$ cat src/rtl/rabq_pkg.sv
// ----------------------------------------------------------------------------
// Remote and button qualifier package
// Shared types, constants and the default key code table.
// ----------------------------------------------------------------------------
package rabq_pkg;

    localparam int NUM_KEYS   = 46;
    localparam int KEY_AW     = (NUM_KEYS > 1) ? $clog2(NUM_KEYS) : 1;
    localparam int KEY_CW     = $clog2(NUM_KEYS + 1);
    localparam int KEY_NUM_W  = 6;
    localparam int CODE_W     = 16;
    localparam int RPT_W      = 8;
    localparam int BTN_W      = 6;
    localparam int EVT_W      = 3;

    localparam logic [RPT_W-1:0] HOLD_THRESHOLD_RESET = 8'd100;
    localparam logic [RPT_W-1:0] REPEAT_MIN           = 8'd6;

    localparam int BTN_PUSH_BIT = 0;
    localparam int BTN_JOY_BIT  = 1;

    localparam logic CMD_TICK  = 1'b0;
    localparam logic CMD_WRITE = 1'b1;

    typedef enum logic [EVT_W-1:0] {
        EV_NONE  = 3'd0,
        EV_HOLD  = 3'd1,
        EV_PUSH  = 3'd2,
        EV_JOY   = 3'd3,
        EV_LEFT  = 3'd4,
        EV_RIGHT = 3'd5,
        EV_UP    = 3'd6,
        EV_DOWN  = 3'd7
    } btn_event_t;

    typedef struct packed {
        logic                 command;
        logic [CODE_W-1:0]    remote_code;
        logic [RPT_W-1:0]     repeat_count;
        logic [BTN_W-1:0]     buttons_pressed;
        logic [5:0]           entry_index;
        logic [CODE_W-1:0]    entry_code;
    } in_item_t;

    typedef struct packed {
        logic [CODE_W-1:0]    qualified_code;
        logic [KEY_NUM_W-1:0] key_number;
        logic [EVT_W-1:0]     button_event;
    } out_item_t;

    typedef struct packed {
        logic                 rd_en;
        logic [KEY_AW-1:0]    rd_addr;
        logic                 wr_en;
        logic [KEY_AW-1:0]    wr_addr;
        logic [CODE_W-1:0]    wr_data;
    } key_req_t;

    function automatic logic [CODE_W-1:0] default_code(input logic [5:0] idx);
        logic [CODE_W-1:0] c;
        unique case (idx)
            6'd0:    c = 16'h0ab0;
            6'd1:    c = 16'h0a70;
            6'd2:    c = 16'h0af0;
            6'd3:    c = 16'h0a38;
            6'd4:    c = 16'h0ab8;
            6'd5:    c = 16'h0a78;
            6'd6:    c = 16'h0af8;
            6'd7:    c = 16'h0a20;
            6'd8:    c = 16'h0aa0;
            6'd9:    c = 16'h0a30;
            6'd10:   c = 16'h0aca;
            6'd11:   c = 16'h0acc;
            6'd12:   c = 16'h0a26;
            6'd13:   c = 16'h0a0e;
            6'd14:   c = 16'h0a8e;
            6'd15:   c = 16'h0ace;
            6'd16:   c = 16'h0a4e;
            6'd17:   c = 16'h0a08;
            6'd18:   c = 16'h0ae8;
            6'd19:   c = 16'h0a50;
            6'd20:   c = 16'h0ad0;
            6'd21:   c = 16'h0a35;
            6'd22:   c = 16'h0a48;
            6'd23:   c = 16'h0aa8;
            6'd24:   c = 16'h0a90;
            6'd25:   c = 16'h0a7e;
            6'd26:   c = 16'h0a7a;
            6'd27:   c = 16'h0afa;
            6'd28:   c = 16'h0a98;
            6'd29:   c = 16'h0a18;
            6'd30:   c = 16'h0a1e;
            6'd31:   c = 16'h0a84;
            6'd32:   c = 16'h0a44;
            6'd33:   c = 16'h0ac4;
            6'd34:   c = 16'h0a24;
            6'd35:   c = 16'h0a3c;
            6'd36:   c = 16'h0a14;
            6'd37:   c = 16'h0ae4;
            6'd38:   c = 16'h0ac8;
            6'd39:   c = 16'h0a32;
            6'd40:   c = 16'h0aa2;
            6'd41:   c = 16'h0a62;
            6'd42:   c = 16'h0ae2;
            6'd43:   c = 16'h0ac5;
            6'd44:   c = 16'h0a10;
            6'd45:   c = 16'h0a88;
            default: c = '0;
        endcase
        return c;
    endfunction

endpackage

$ cat src/rtl/remote_and_button_qualifier.sv
// ----------------------------------------------------------------------------
// Remote and button qualifier
// Filters remote codes by repeat count, looks them up in the key table and
// reports button events.
// ----------------------------------------------------------------------------
// Input items arrive on in_valid/in_ready with an in_item_t payload; one
// result per item leaves on out_valid/out_ready as an out_item_t. A sample
// tick filters the remote code, then one comparator scans the key table one
// entry per cycle and stops at the first match. The scan runs through the
// single read port of the key table. in_ready is low while an item is in
// work. The finished result sits in the output register; if the receiver
// stalls, the block still accepts and works one further item, then holds it
// until the output register frees up. The hold threshold is written through
// cfg_wr_en/cfg_wr_data. Reset restores the default key table, a hold
// threshold of 100 and clears all button and repeat history.
// ----------------------------------------------------------------------------
module remote_and_button_qualifier
    import rabq_pkg::*;
(
    input  logic             clk,
    input  logic             rst_n,
    input  logic             in_valid,
    output logic             in_ready,
    input  in_item_t         in_data,
    output logic             out_valid,
    input  logic             out_ready,
    output out_item_t        out_data,
    input  logic             cfg_wr_en,
    input  logic [RPT_W-1:0] cfg_wr_data
);

    typedef enum logic [2:0] {
        S_IDLE = 3'b001,
        S_SCAN = 3'b010,
        S_DONE = 3'b100
    } state_t;

    state_t               state_reg;
    state_t               state_next;
    logic [RPT_W-1:0]     threshold_reg;
    logic [RPT_W-1:0]     last_repeat_reg;
    logic [CODE_W-1:0]    code_reg;
    logic [CODE_W-1:0]    code_next;
    logic [KEY_CW-1:0]    cnt_reg;
    logic [KEY_CW-1:0]    cnt_next;
    logic [KEY_NUM_W-1:0] key_reg;
    logic [KEY_NUM_W-1:0] key_next;
    logic                 is_wr_reg;
    logic                 out_valid_reg;
    out_item_t            out_data_reg;
    logic                 accept;
    logic                 tick;
    logic                 code_pass;
    logic                 match;
    logic                 last_entry;
    logic                 out_free;
    logic [CODE_W-1:0]    rd_code;
    key_req_t             key_req;
    btn_event_t           btn_event;

    assign in_ready = (state_reg == S_IDLE);
    assign accept   = in_valid && in_ready;
    assign tick     = accept && (in_data.command == CMD_TICK);
    assign out_free = !out_valid_reg || out_ready;

    assign code_pass = !((in_data.repeat_count == '0)
                       || (in_data.repeat_count > 8'd1 && in_data.repeat_count < REPEAT_MIN)
                       || (in_data.repeat_count == last_repeat_reg));

    assign match      = (rd_code == code_reg);
    assign last_entry = (cnt_reg == KEY_CW'(NUM_KEYS - 1));

    always_comb
    begin
        key_req.rd_en   = tick || (state_reg == S_SCAN && !match && !last_entry);
        key_req.rd_addr = (state_reg == S_IDLE) ? '0 : KEY_AW'(cnt_reg + 1'b1);
        key_req.wr_en   = accept && (in_data.command == CMD_WRITE)
                          && ({1'b0, in_data.entry_index} < 7'(NUM_KEYS));
        key_req.wr_addr = in_data.entry_index[KEY_AW-1:0];
        key_req.wr_data = in_data.entry_code;
    end

    always_comb
    begin
        state_next = state_reg;
        code_next  = code_reg;
        cnt_next   = cnt_reg;
        key_next   = key_reg;
        unique case (state_reg)
            S_IDLE:
            begin
                if (accept)
                begin
                    cnt_next = '0;
                    if (in_data.command == CMD_WRITE)
                    begin
                        code_next  = '0;
                        key_next   = KEY_NUM_W'(NUM_KEYS);
                        state_next = S_DONE;
                    end
                    else
                    begin
                        code_next  = code_pass ? in_data.remote_code : '0;
                        state_next = S_SCAN;
                    end
                end
            end
            S_SCAN:
            begin
                if (match)
                begin
                    key_next   = KEY_NUM_W'(cnt_reg);
                    state_next = S_DONE;
                end
                else if (last_entry)
                begin
                    key_next   = KEY_NUM_W'(NUM_KEYS);
                    state_next = S_DONE;
                end
                else
                begin
                    cnt_next = cnt_reg + 1'b1;
                end
            end
            S_DONE:
            begin
                if (out_free)
                begin
                    state_next = S_IDLE;
                end
            end
            default:
            begin
                state_next = S_IDLE;
            end
        endcase
    end

    always_ff @(posedge clk or negedge rst_n)
    begin
        if (!rst_n)
        begin
            state_reg       <= S_IDLE;
            threshold_reg   <= HOLD_THRESHOLD_RESET;
            last_repeat_reg <= '0;
            is_wr_reg       <= 1'b0;
            out_valid_reg   <= 1'b0;
        end
        else
        begin
            state_reg <= state_next;
            if (cfg_wr_en)
            begin
                threshold_reg <= cfg_wr_data;
            end
            if (tick)
            begin
                last_repeat_reg <= in_data.repeat_count;
            end
            if (accept)
            begin
                is_wr_reg <= (in_data.command == CMD_WRITE);
            end
            if (state_reg == S_DONE && out_free)
            begin
                out_valid_reg <= 1'b1;
            end
            else if (out_ready)
            begin
                out_valid_reg <= 1'b0;
            end
        end
    end

    always_ff @(posedge clk)
    begin
        code_reg <= code_next;
        cnt_reg  <= cnt_next;
        key_reg  <= key_next;
        if (state_reg == S_DONE && out_free)
        begin
            out_data_reg.qualified_code <= code_reg;
            out_data_reg.key_number     <= key_reg;
            out_data_reg.button_event   <= is_wr_reg ? EVT_W'(EV_NONE) : EVT_W'(btn_event);
        end
    end

    assign out_valid = out_valid_reg;
    assign out_data  = out_data_reg;

    rabq_keymem u_keymem (
        .clk     (clk),
        .rst_n   (rst_n),
        .req     (key_req),
        .rd_code (rd_code)
    );

    rabq_btn u_btn (
        .clk            (clk),
        .rst_n          (rst_n),
        .tick           (tick),
        .buttons        (in_data.buttons_pressed),
        .hold_threshold (threshold_reg),
        .event_code     (btn_event)
    );

endmodule

$ cat src/rtl/rabq_keymem.sv
// ----------------------------------------------------------------------------
// Key table memory
// Simple dual-port key code store with registered read. Entries that were
// never written since reset read back as their default code.
// ----------------------------------------------------------------------------
module rabq_keymem
    import rabq_pkg::*;
(
    input  logic              clk,
    input  logic              rst_n,
    input  key_req_t          req,
    output logic [CODE_W-1:0] rd_code
);

    logic [CODE_W-1:0]   key_mem [NUM_KEYS];
    logic [NUM_KEYS-1:0] written_reg;
    logic [CODE_W-1:0]   rd_data_reg;
    logic [CODE_W-1:0]   rd_dflt_reg;
    logic                rd_written_reg;

    always_ff @(posedge clk)
    begin
        if (req.wr_en)
        begin
            key_mem[req.wr_addr] <= req.wr_data;
        end
        if (req.rd_en)
        begin
            rd_data_reg <= key_mem[req.rd_addr];
            rd_dflt_reg <= default_code(6'(req.rd_addr));
        end
    end

    always_ff @(posedge clk or negedge rst_n)
    begin
        if (!rst_n)
        begin
            written_reg    <= '0;
            rd_written_reg <= 1'b0;
        end
        else
        begin
            if (req.wr_en)
            begin
                written_reg[req.wr_addr] <= 1'b1;
            end
            if (req.rd_en)
            begin
                rd_written_reg <= written_reg[req.rd_addr];
            end
        end
    end

    assign rd_code = rd_written_reg ? rd_data_reg : rd_dflt_reg;

endmodule

$ cat src/rtl/rabq_btn.sv
// ----------------------------------------------------------------------------
// Button event tracker
// Counts push-button hold time, detects full release and keeps the
// joystick press sticky while any button stays down.
// ----------------------------------------------------------------------------
module rabq_btn
    import rabq_pkg::*;
(
    input  logic             clk,
    input  logic             rst_n,
    input  logic             tick,
    input  logic [BTN_W-1:0] buttons,
    input  logic [RPT_W-1:0] hold_threshold,
    output btn_event_t       event_code
);

    logic [BTN_W-1:0] last_buttons_reg;
    logic [BTN_W-1:0] last_buttons_next;
    logic [RPT_W-1:0] hold_ticks_reg;
    logic [RPT_W-1:0] hold_ticks_next;
    btn_event_t       event_reg;
    btn_event_t       event_next;
    logic [RPT_W-1:0] ticks_inc;

    always_comb
    begin
        ticks_inc = buttons[BTN_PUSH_BIT] ? (hold_ticks_reg + 1'b1) : '0;
        hold_ticks_next = ticks_inc;
        event_next = EV_NONE;
        if (ticks_inc > hold_threshold)
        begin
            event_next = EV_HOLD;
            hold_ticks_next = '0;
        end
        else if (last_buttons_reg != '0 && buttons == '0)
        begin
            priority if (last_buttons_reg[0]) event_next = EV_PUSH;
            else if (last_buttons_reg[1]) event_next = EV_JOY;
            else if (last_buttons_reg[2]) event_next = EV_LEFT;
            else if (last_buttons_reg[3]) event_next = EV_RIGHT;
            else if (last_buttons_reg[4]) event_next = EV_UP;
            else event_next = EV_DOWN;
        end
        last_buttons_next = buttons;
        if (last_buttons_reg[BTN_JOY_BIT] && buttons != '0)
        begin
            last_buttons_next[BTN_JOY_BIT] = 1'b1;
        end
    end

    always_ff @(posedge clk or negedge rst_n)
    begin
        if (!rst_n)
        begin
            last_buttons_reg <= '0;
            hold_ticks_reg   <= '0;
            event_reg        <= EV_NONE;
        end
        else if (tick)
        begin
            last_buttons_reg <= last_buttons_next;
            hold_ticks_reg   <= hold_ticks_next;
            event_reg        <= event_next;
        end
    end

    assign event_code = event_reg;

endmodule

$ cat config.mk
export PLATFORM = sky130hd
export DESIGN_NAME = remote_and_button_qualifier
export DESIGN_NICKNAME = d
export VERILOG_FILES = /design/src/rtl/rabq_pkg.sv /design/src/rtl/remote_and_button_qualifier.sv /design/src/rtl/rabq_keymem.sv /design/src/rtl/rabq_btn.sv
export SDC_FILE = /design/constraint.sdc
export NUM_CORES = 1
export LEC_CHECK = 0
export ABC_AREA = 1
export BUFFER_PORTS_ARGS = -buffer_cell sky130_fd_sc_hd__buf_2
export CAP_MARGIN = 20
export CORE_MARGIN = 2
export CORE_UTILIZATION = 35
export DETAILED_ROUTE_END_ITERATION = 6
export SETUP_SLACK_MARGIN = 0.2
export SYNTH_ARGS = -nofsm -noshare
export SYNTH_HDL_FRONTEND = slang
export SYNTH_SLANG_ARGS = --single-unit
export TNS_END_PERCENT = 5
$ cat constraint.sdc
create_clock -name clk -period 2.7 [get_ports clk]
set_input_delay 0.675 -clock clk [delete_from_list [all_inputs] [get_ports clk]]
set_output_delay 0.675 -clock clk [all_outputs]
set_load 0.02 [all_outputs]
### Word level (Yosys, flattened, before mapping)

Memories as Yosys holds them, arrays and structs flattened. A register that Yosys moved wholly into a read port is not among the register bits.
Index checks and enable logic that the tools add are counted.

* bits in registers: 154
* RAM bits: 736
* bits in read-only memories: 640
* memories kept: 2

* add/sub/neg operators: 2
* $lt $le $gt $ge: 7
* eq/ne operators: 12
* multiplexer cells: 35
* bitwise operators: 2
* reduce and logical (&&, ||, !) cells: 29

Memories
* u_keymem.key_mem: depth 46, bits a word 16, read ports 1, clocked after Yosys merged registers in 1, wr ports 1, RTL line rabq_keymem.sv:15 `logic [CODE_W-1:0] key_mem [NUM_KEYS];`
* (name not given): depth 64, bits a word 10, read ports 1, clocked after Yosys merged registers in 1, wr ports 0, RTL line rabq_pkg.sv:61 `unique case (idx)`

Operators by type and width (number)
* 6-bit 2-to-1 mux: 8
* 46-bit OR: 1
* 3-bit 2-to-1 mux: 11
* 6-bit one-hot mux with 2 select lines: 2
* 16-bit equality test: 1
* 16-bit 2-to-1 mux: 1
* 8-bit 2-to-1 mux: 2
* 6-bit by 7-bit less-than comparator with 1-bit output, second input constant: 2
* 6-bit nonzero test: 2
* 1-bit logical AND: 11
* 3-bit one-hot mux with 3 select lines: 1
* 8-bit by 1-bit adder with 8-bit output, second input constant: 1
* 8-bit equality test: 1
* 8-bit by 1-bit greater-than comparator with 1-bit output, second input constant: 1
* 8-bit greater-than comparator: 1
* 8-bit logical NOT: 1
* 8-bit by 3-bit less-than comparator with 1-bit output, second input constant: 1
* 1-bit 2-to-1 mux: 8
* 4-bit AND reduction: 2
* 6-bit by 1-bit adder with 6-bit output, second input constant: 1
* 1-bit binary-select mux with 6-bit select: 1
* 1-bit demux with 6-bit select: 1
* 6-bit equality test, second input constant: 1
* 6-bit by 1-bit greater-or-equal comparator with 1-bit output, second input constant: 1
* other kinds (15): 24

### Depth between registers and ports, before layout

* depth in word-level cells: 7
* gate-level depth with buffers: 15

### Modules after synthesis

Synthesis repeated with hierarchy kept, for this count alone.

* cell total of the unflattened synthesis: 3193
* area, all modules: 36806.6 µm²

Modules (own cells, without submodules)
* rabq_keymem: instances 1, cells an instance 2692, area an instance 32321.0 µm², sequential area each 24028.0 µm²
* remote_and_button_qualifier: instances 1, cells an instance 333, area an instance 3334.4 µm², sequential area each 2122.0 µm²
* rabq_btn: instances 1, cells an instance 168, area an instance 1151.1 µm², sequential area each 425.4 µm²

### Worst setup path after synthesis

Ideal clock, no wire load.

* path kind: register -> register
* from: register state_reg[0]
* to: memory u_keymem.key_mem[10][0], enable pin
* arrival time: 2.612 ns
* data required time: 2.312 ns
* slack: -0.300 ns
* cell stages (with the launch flop): 9
* period minus slack after synthesis: 3.000 ns
* cell sequence: dfstp_2 -> nand2_1 -> buf_4 -> nor2_4 -> inv_1 -> a211oi_4 -> nand2_1 -> clkbuf_1 -> nor2_1

* word-level cells in the longest chain between the ends: 6

Ends and longest elaborated chain
* start, declared: RTL line remote_and_button_qualifier.sv:38 `state_t state_reg;`
* start signal, assigned: RTL line remote_and_button_qualifier.sv:151 `state_reg <= state_next;`
* 3-bit by 1-bit equality test with 1-bit output: RTL line remote_and_button_qualifier.sv:61 `assign in_ready = (state_reg == S_IDLE);`
* 1-bit logical AND: RTL line remote_and_button_qualifier.sv:62 `assign accept = in_valid && in_ready;`
* named net accept: RTL line remote_and_button_qualifier.sv:51 `logic accept;`
* 1-bit logical AND: RTL line remote_and_button_qualifier.sv:77 `key_req.wr_en = accept && (in_data.command == CMD_WRITE)`
* 1-bit logical AND: RTL line remote_and_button_qualifier.sv:78 `&& ({1'b0, in_data.entry_index} < 7'(NUM_KEYS));`
* 1-bit 2-to-1 mux: RTL line rabq_keymem.sv:23 `if (req.wr_en)`
* 1-bit 2-to-1 mux (not written as such): RTL line rabq_keymem.sv:25 `key_mem[req.wr_addr] <= req.wr_data;`
* end, declared: RTL line rabq_keymem.sv:15

The timed path passes the listed nets, and every way through them passes these cells.

### Worst setup path after layout

* from: register cnt_reg[0]
* to: register u_keymem.rd_data_reg[13], read port of u_keymem.key_mem (data pin)

* word-level cells in the longest chain between the ends: 4
* elaborated cells on any way between the ends: 6
* classes of those cells: 1 x add/sub; 1 x eq/ne; 1 x mux; 3 x reduce/logical

Ends and longest elaborated chain
* start, declared: RTL line remote_and_button_qualifier.sv:44 `logic [KEY_CW-1:0] cnt_reg;`
* start signal, assigned: RTL line remote_and_button_qualifier.sv:178 `cnt_reg <= cnt_next;`
* branches (longest 4 deep; another with 6-bit by 1-bit adder with 6-bit output)
* end, declared: RTL line rabq_keymem.sv:17 `logic [CODE_W-1:0] rd_data_reg;`

Several ways; the timed one is not identified.
A chain may end at the register's enable or synchronous reset.

==> summary.md <==
| Metric | Value |
|---|---|
| Worst-case clock skew | `0.0760 ns` |
| Mapped Area | `37,000 sq um` |
| Tmin final | `2.73 ns` |
| Register area | `26,600 sq um` |
| Maximum vdd drop | `0.878 mV` |
| Dominant cells by area after synthesis | `edfxtp_1, o21ai_0, dfrtp_1` |
| Chip height | `329 um` |
| Critical path's most frequent cell | `nand2_1` |
| Critical path, cell by cell | `buf_6 -> inv_4 -> nand2_8 -> buf_8 -> buf_16 -> buf_4 -> or2_2 -> o211ai_1 -> nand4_1 -> nand3_1 -> nand2_2 -> nand2_1 -> nand2_1` |
| Die width | `329 um` |
| Startpoint types | `register` |
| Endpoints failing hold | `0` |
| Die area | `108,000 sq um` |
| Comb power frac | `47.0%` |
| Worst hold path class | `input pin to async pin` |
| Placeable Area | `105,000 sq um` |
| Max Fclk | `0.366 GHz` |
| Post-synth EDFFs | `814` |
| Ys async rst share | `9.45%` |
| Final Power | `55,300 uW` |
| Grt total ovfl | `0` |
| Status | `finished, violations left` |
| Num CTS Buffers | `91` |
| Setup CP Type | `register to register` |
| #FFs+latches synth | `899` |
| Static Leak | `0.0163 uW` |
| Worst-path fanout max | `23` |
| Clock buffer depth | `3` |
| Maxcap violations | `0` |
| Clock Sink Count | `899` |
| Mean area per synthesized cell | `11.9 sq um` |
| Count leader, synth | `edfxtp_1` |
| Worst endpoint data arrival time | `3.10 ns` |
| Worst slew pin tran | `1.02 ns` |
| Reg clk slew, reported paths | `0.07 ns` |
| Synth cell types | `43` |
| Post-synth top area share | `66.1%` |
| Final wirelength | `109 mm` |
| Share of cells above drive strength 1 | `20.0%` |
| Number of remaining DRC errors | `0` |
| Multi-input logic area | `9770 sq um` |
| Drt wl/cell | `22.6 um` |
| Final setup fails | `3` |
| RePlAce Congestion | `0.871` |
| Max-Slew Margin vs Limit | `31.9%` |
| DPL Wire Length | `66.2 mm` |
| Fin. max-slew vios | `0` |
| Total negative slack | `-0.0744 ns` |
| RSZ-0062 raised after global routing | `true` |
| Row cnt | `119` |
| IO buf count | `92` |
| First-pass GRT wire length | `160 mm` |
| Hold slack | `0.0623 ns` |
| Final ANT Viol Nets | `0` |
| CP max stage delay | `0.48 ns` |
| Yosys top cell by area | `edfxtp_1` |
| Clock group share of total power | `22.9%` |
| YS warnings | `0` |
| Post-Synthesis Cells | `3,109` |
| Fill count | `9,661` |
| Gr usage total | `19.9%` |
| Sequential Power Share | `30.1%` |
| Max reg flops | `736` |
| First-pass iteration count of the detailed router | `5` |
| Vias in the first global route | `24,300` |
| CP Capture Type | `register` |
| Slowest cell on crit path | `edfxtp_1` |
| Main flop type after synthesis | `edfxtp_1` |
| P_sw | `22,600 uW` |
| NumNets Final | `3,466` |
| Internal power | `32,700 uW` |
| Root Buffer | `clkbuf_16` |
| Switching share of power | `40.9%` |
| Vias/cell | `5.20` |
| Initial Util | `35.2%` |
| Synth-to-Final Area Change | `22.9%` |
| Crit path required time | `3.07 ns` |
| Pwr dens | `1220 nW/um^2` |
| Synth cell count leaders | `edfxtp_1, nor2_1, nand2_1` |
| H-tree levels | `3` |
| CTS tree | `built` |
| Largest net degree at the start of global routing | `50` |
| Worst-Skew Late Latency | `0.69 ns` |
| Fin crit share | `101%` |
| Cts hold-fix bufs | `0` |
| Failing checks | `negative setup slack` |
| Syn_nets | `3,192` |
| # IOs | `93` |
| Post-synthesis sequential area ratio | `71.9%` |
| Initial DRC count | `2,518` |
| Initial antenna violation count | `3` |
| Via Count | `25,200` |
| Final WS setup | `-0.0315 ns` |
[worst max-delay path: cells and delay by family, from the launching register on]
kind            cells  cell delay (ns)
compound gates      1             0.10
simple gates        7             1.06
buf+inv             5             0.75
flops               1             0.48
[metrics by stage]
stage / setup slack (ns) / utilization (%) / area [sq um] / instances
CTS: 0.0598 / 43.0 / 45200 / 4839
global placement: -0.115 / 39.6 / 41600 / 4650
detailed placement: -0.126 / 39.6 / 41600 / 4650
floorplan: -0.0249 / - / 37400 / 3109
finish: -0.0315 / 43.2 / 45400 / 4850
global route: -0.124 / 43.2 / 45400 / 4849
[routing by layer]
layer  vias up  global-route usage, %  wire [um]
li1      11600                      -          -
met1     12400                   27.3      46900
met2       979                   31.0      49200
met3       204                   4.59       9200
met4         7                   7.13       4050
met5         -                      0        126
[layout make-up]
cell class,instances,area share (%)
antenna,1,0.00551
timing repair buffer,354,8.40
tap,1391,3.83
inverter,140,1.23
clock inverter,53,1.23
clock buffer,115,5.32
multi-input combinational,1897,21.5
sequential,899,58.5
[path summary, 6_finish.rpt]
kind                             from                       end  slack (ns)  cells past startpoint
max                        cnt_reg[0]  u_keymem.rd_data_reg[13]       -0.03                     13
min                             rst_n          threshold_reg[1]        0.06                      1
max reg2reg                cnt_reg[0]  u_keymem.rd_data_reg[13]       -0.03                     13
min reg2reg                key_reg[1]               out_data[4]        0.42                      0
max in group asynchronous       rst_n  u_keymem.written_reg[33]        1.95                      2
min in group clk            out_ready                 out_valid        0.22                      2
[kinds of logic after synthesis]
logic type,after synthesis,share of synthesized area (%)
AND/OR/NAND/NOR,1222,14.1
flip-flops,899,71.9
AO/OA/AOI/OAI,647,9.86
buffers and inverters,313,3.34
adder cells (fa/ha/maj),17,0.575
XOR/XNOR,10,0.237
multiplexers,1,0.0304
[power groups by stage]
stage / logic [uW] / registers [uW] / clock network, uW
6_report: 26000 / 16600 / 12700
5_1_grt: 28000 / 16700 / 13400
4_1_cts: 25300 / 16600 / 12800
3_5_place_dp: 23100 / 16900 / 0
3_3_place_gp: 23100 / 16900 / 0
2_1_floorplan: 12700 / 16700 / 0
[placed cells by master, fill, tap and decap left out, types with 15 or more instances in the layout]
cell type / instances
buf_4: 161
buf_2: 90
o21ai_1: 39
clkinv_2: 18
nand3_1: 105
a21oi_1: 49
clkinv_1: 19
o211ai_1: 70
o22ai_1: 24
o21a_1: 34
nand3b_1: 22
clkbuf_16: 93
buf_12: 76
nor2_1: 431
nand4_1: 55
clkbuf_1: 20
o21ai_0: 397
dfrtp_1: 81
edfxtp_1: 814
inv_1: 126
o221ai_1: 15
or2_2: 88
nor2_4: 46
nand2_1: 427
[timing repair]
item | 4_1_cts | 5_1_grt
buffers inserted | 11 | 9
setup endpoints to repair | 166 | 212
cloned | 10 | 1
pin swaps | 25 | 29
gates resized for setup | 44 | 54
(Power assumes the default switching activity.)
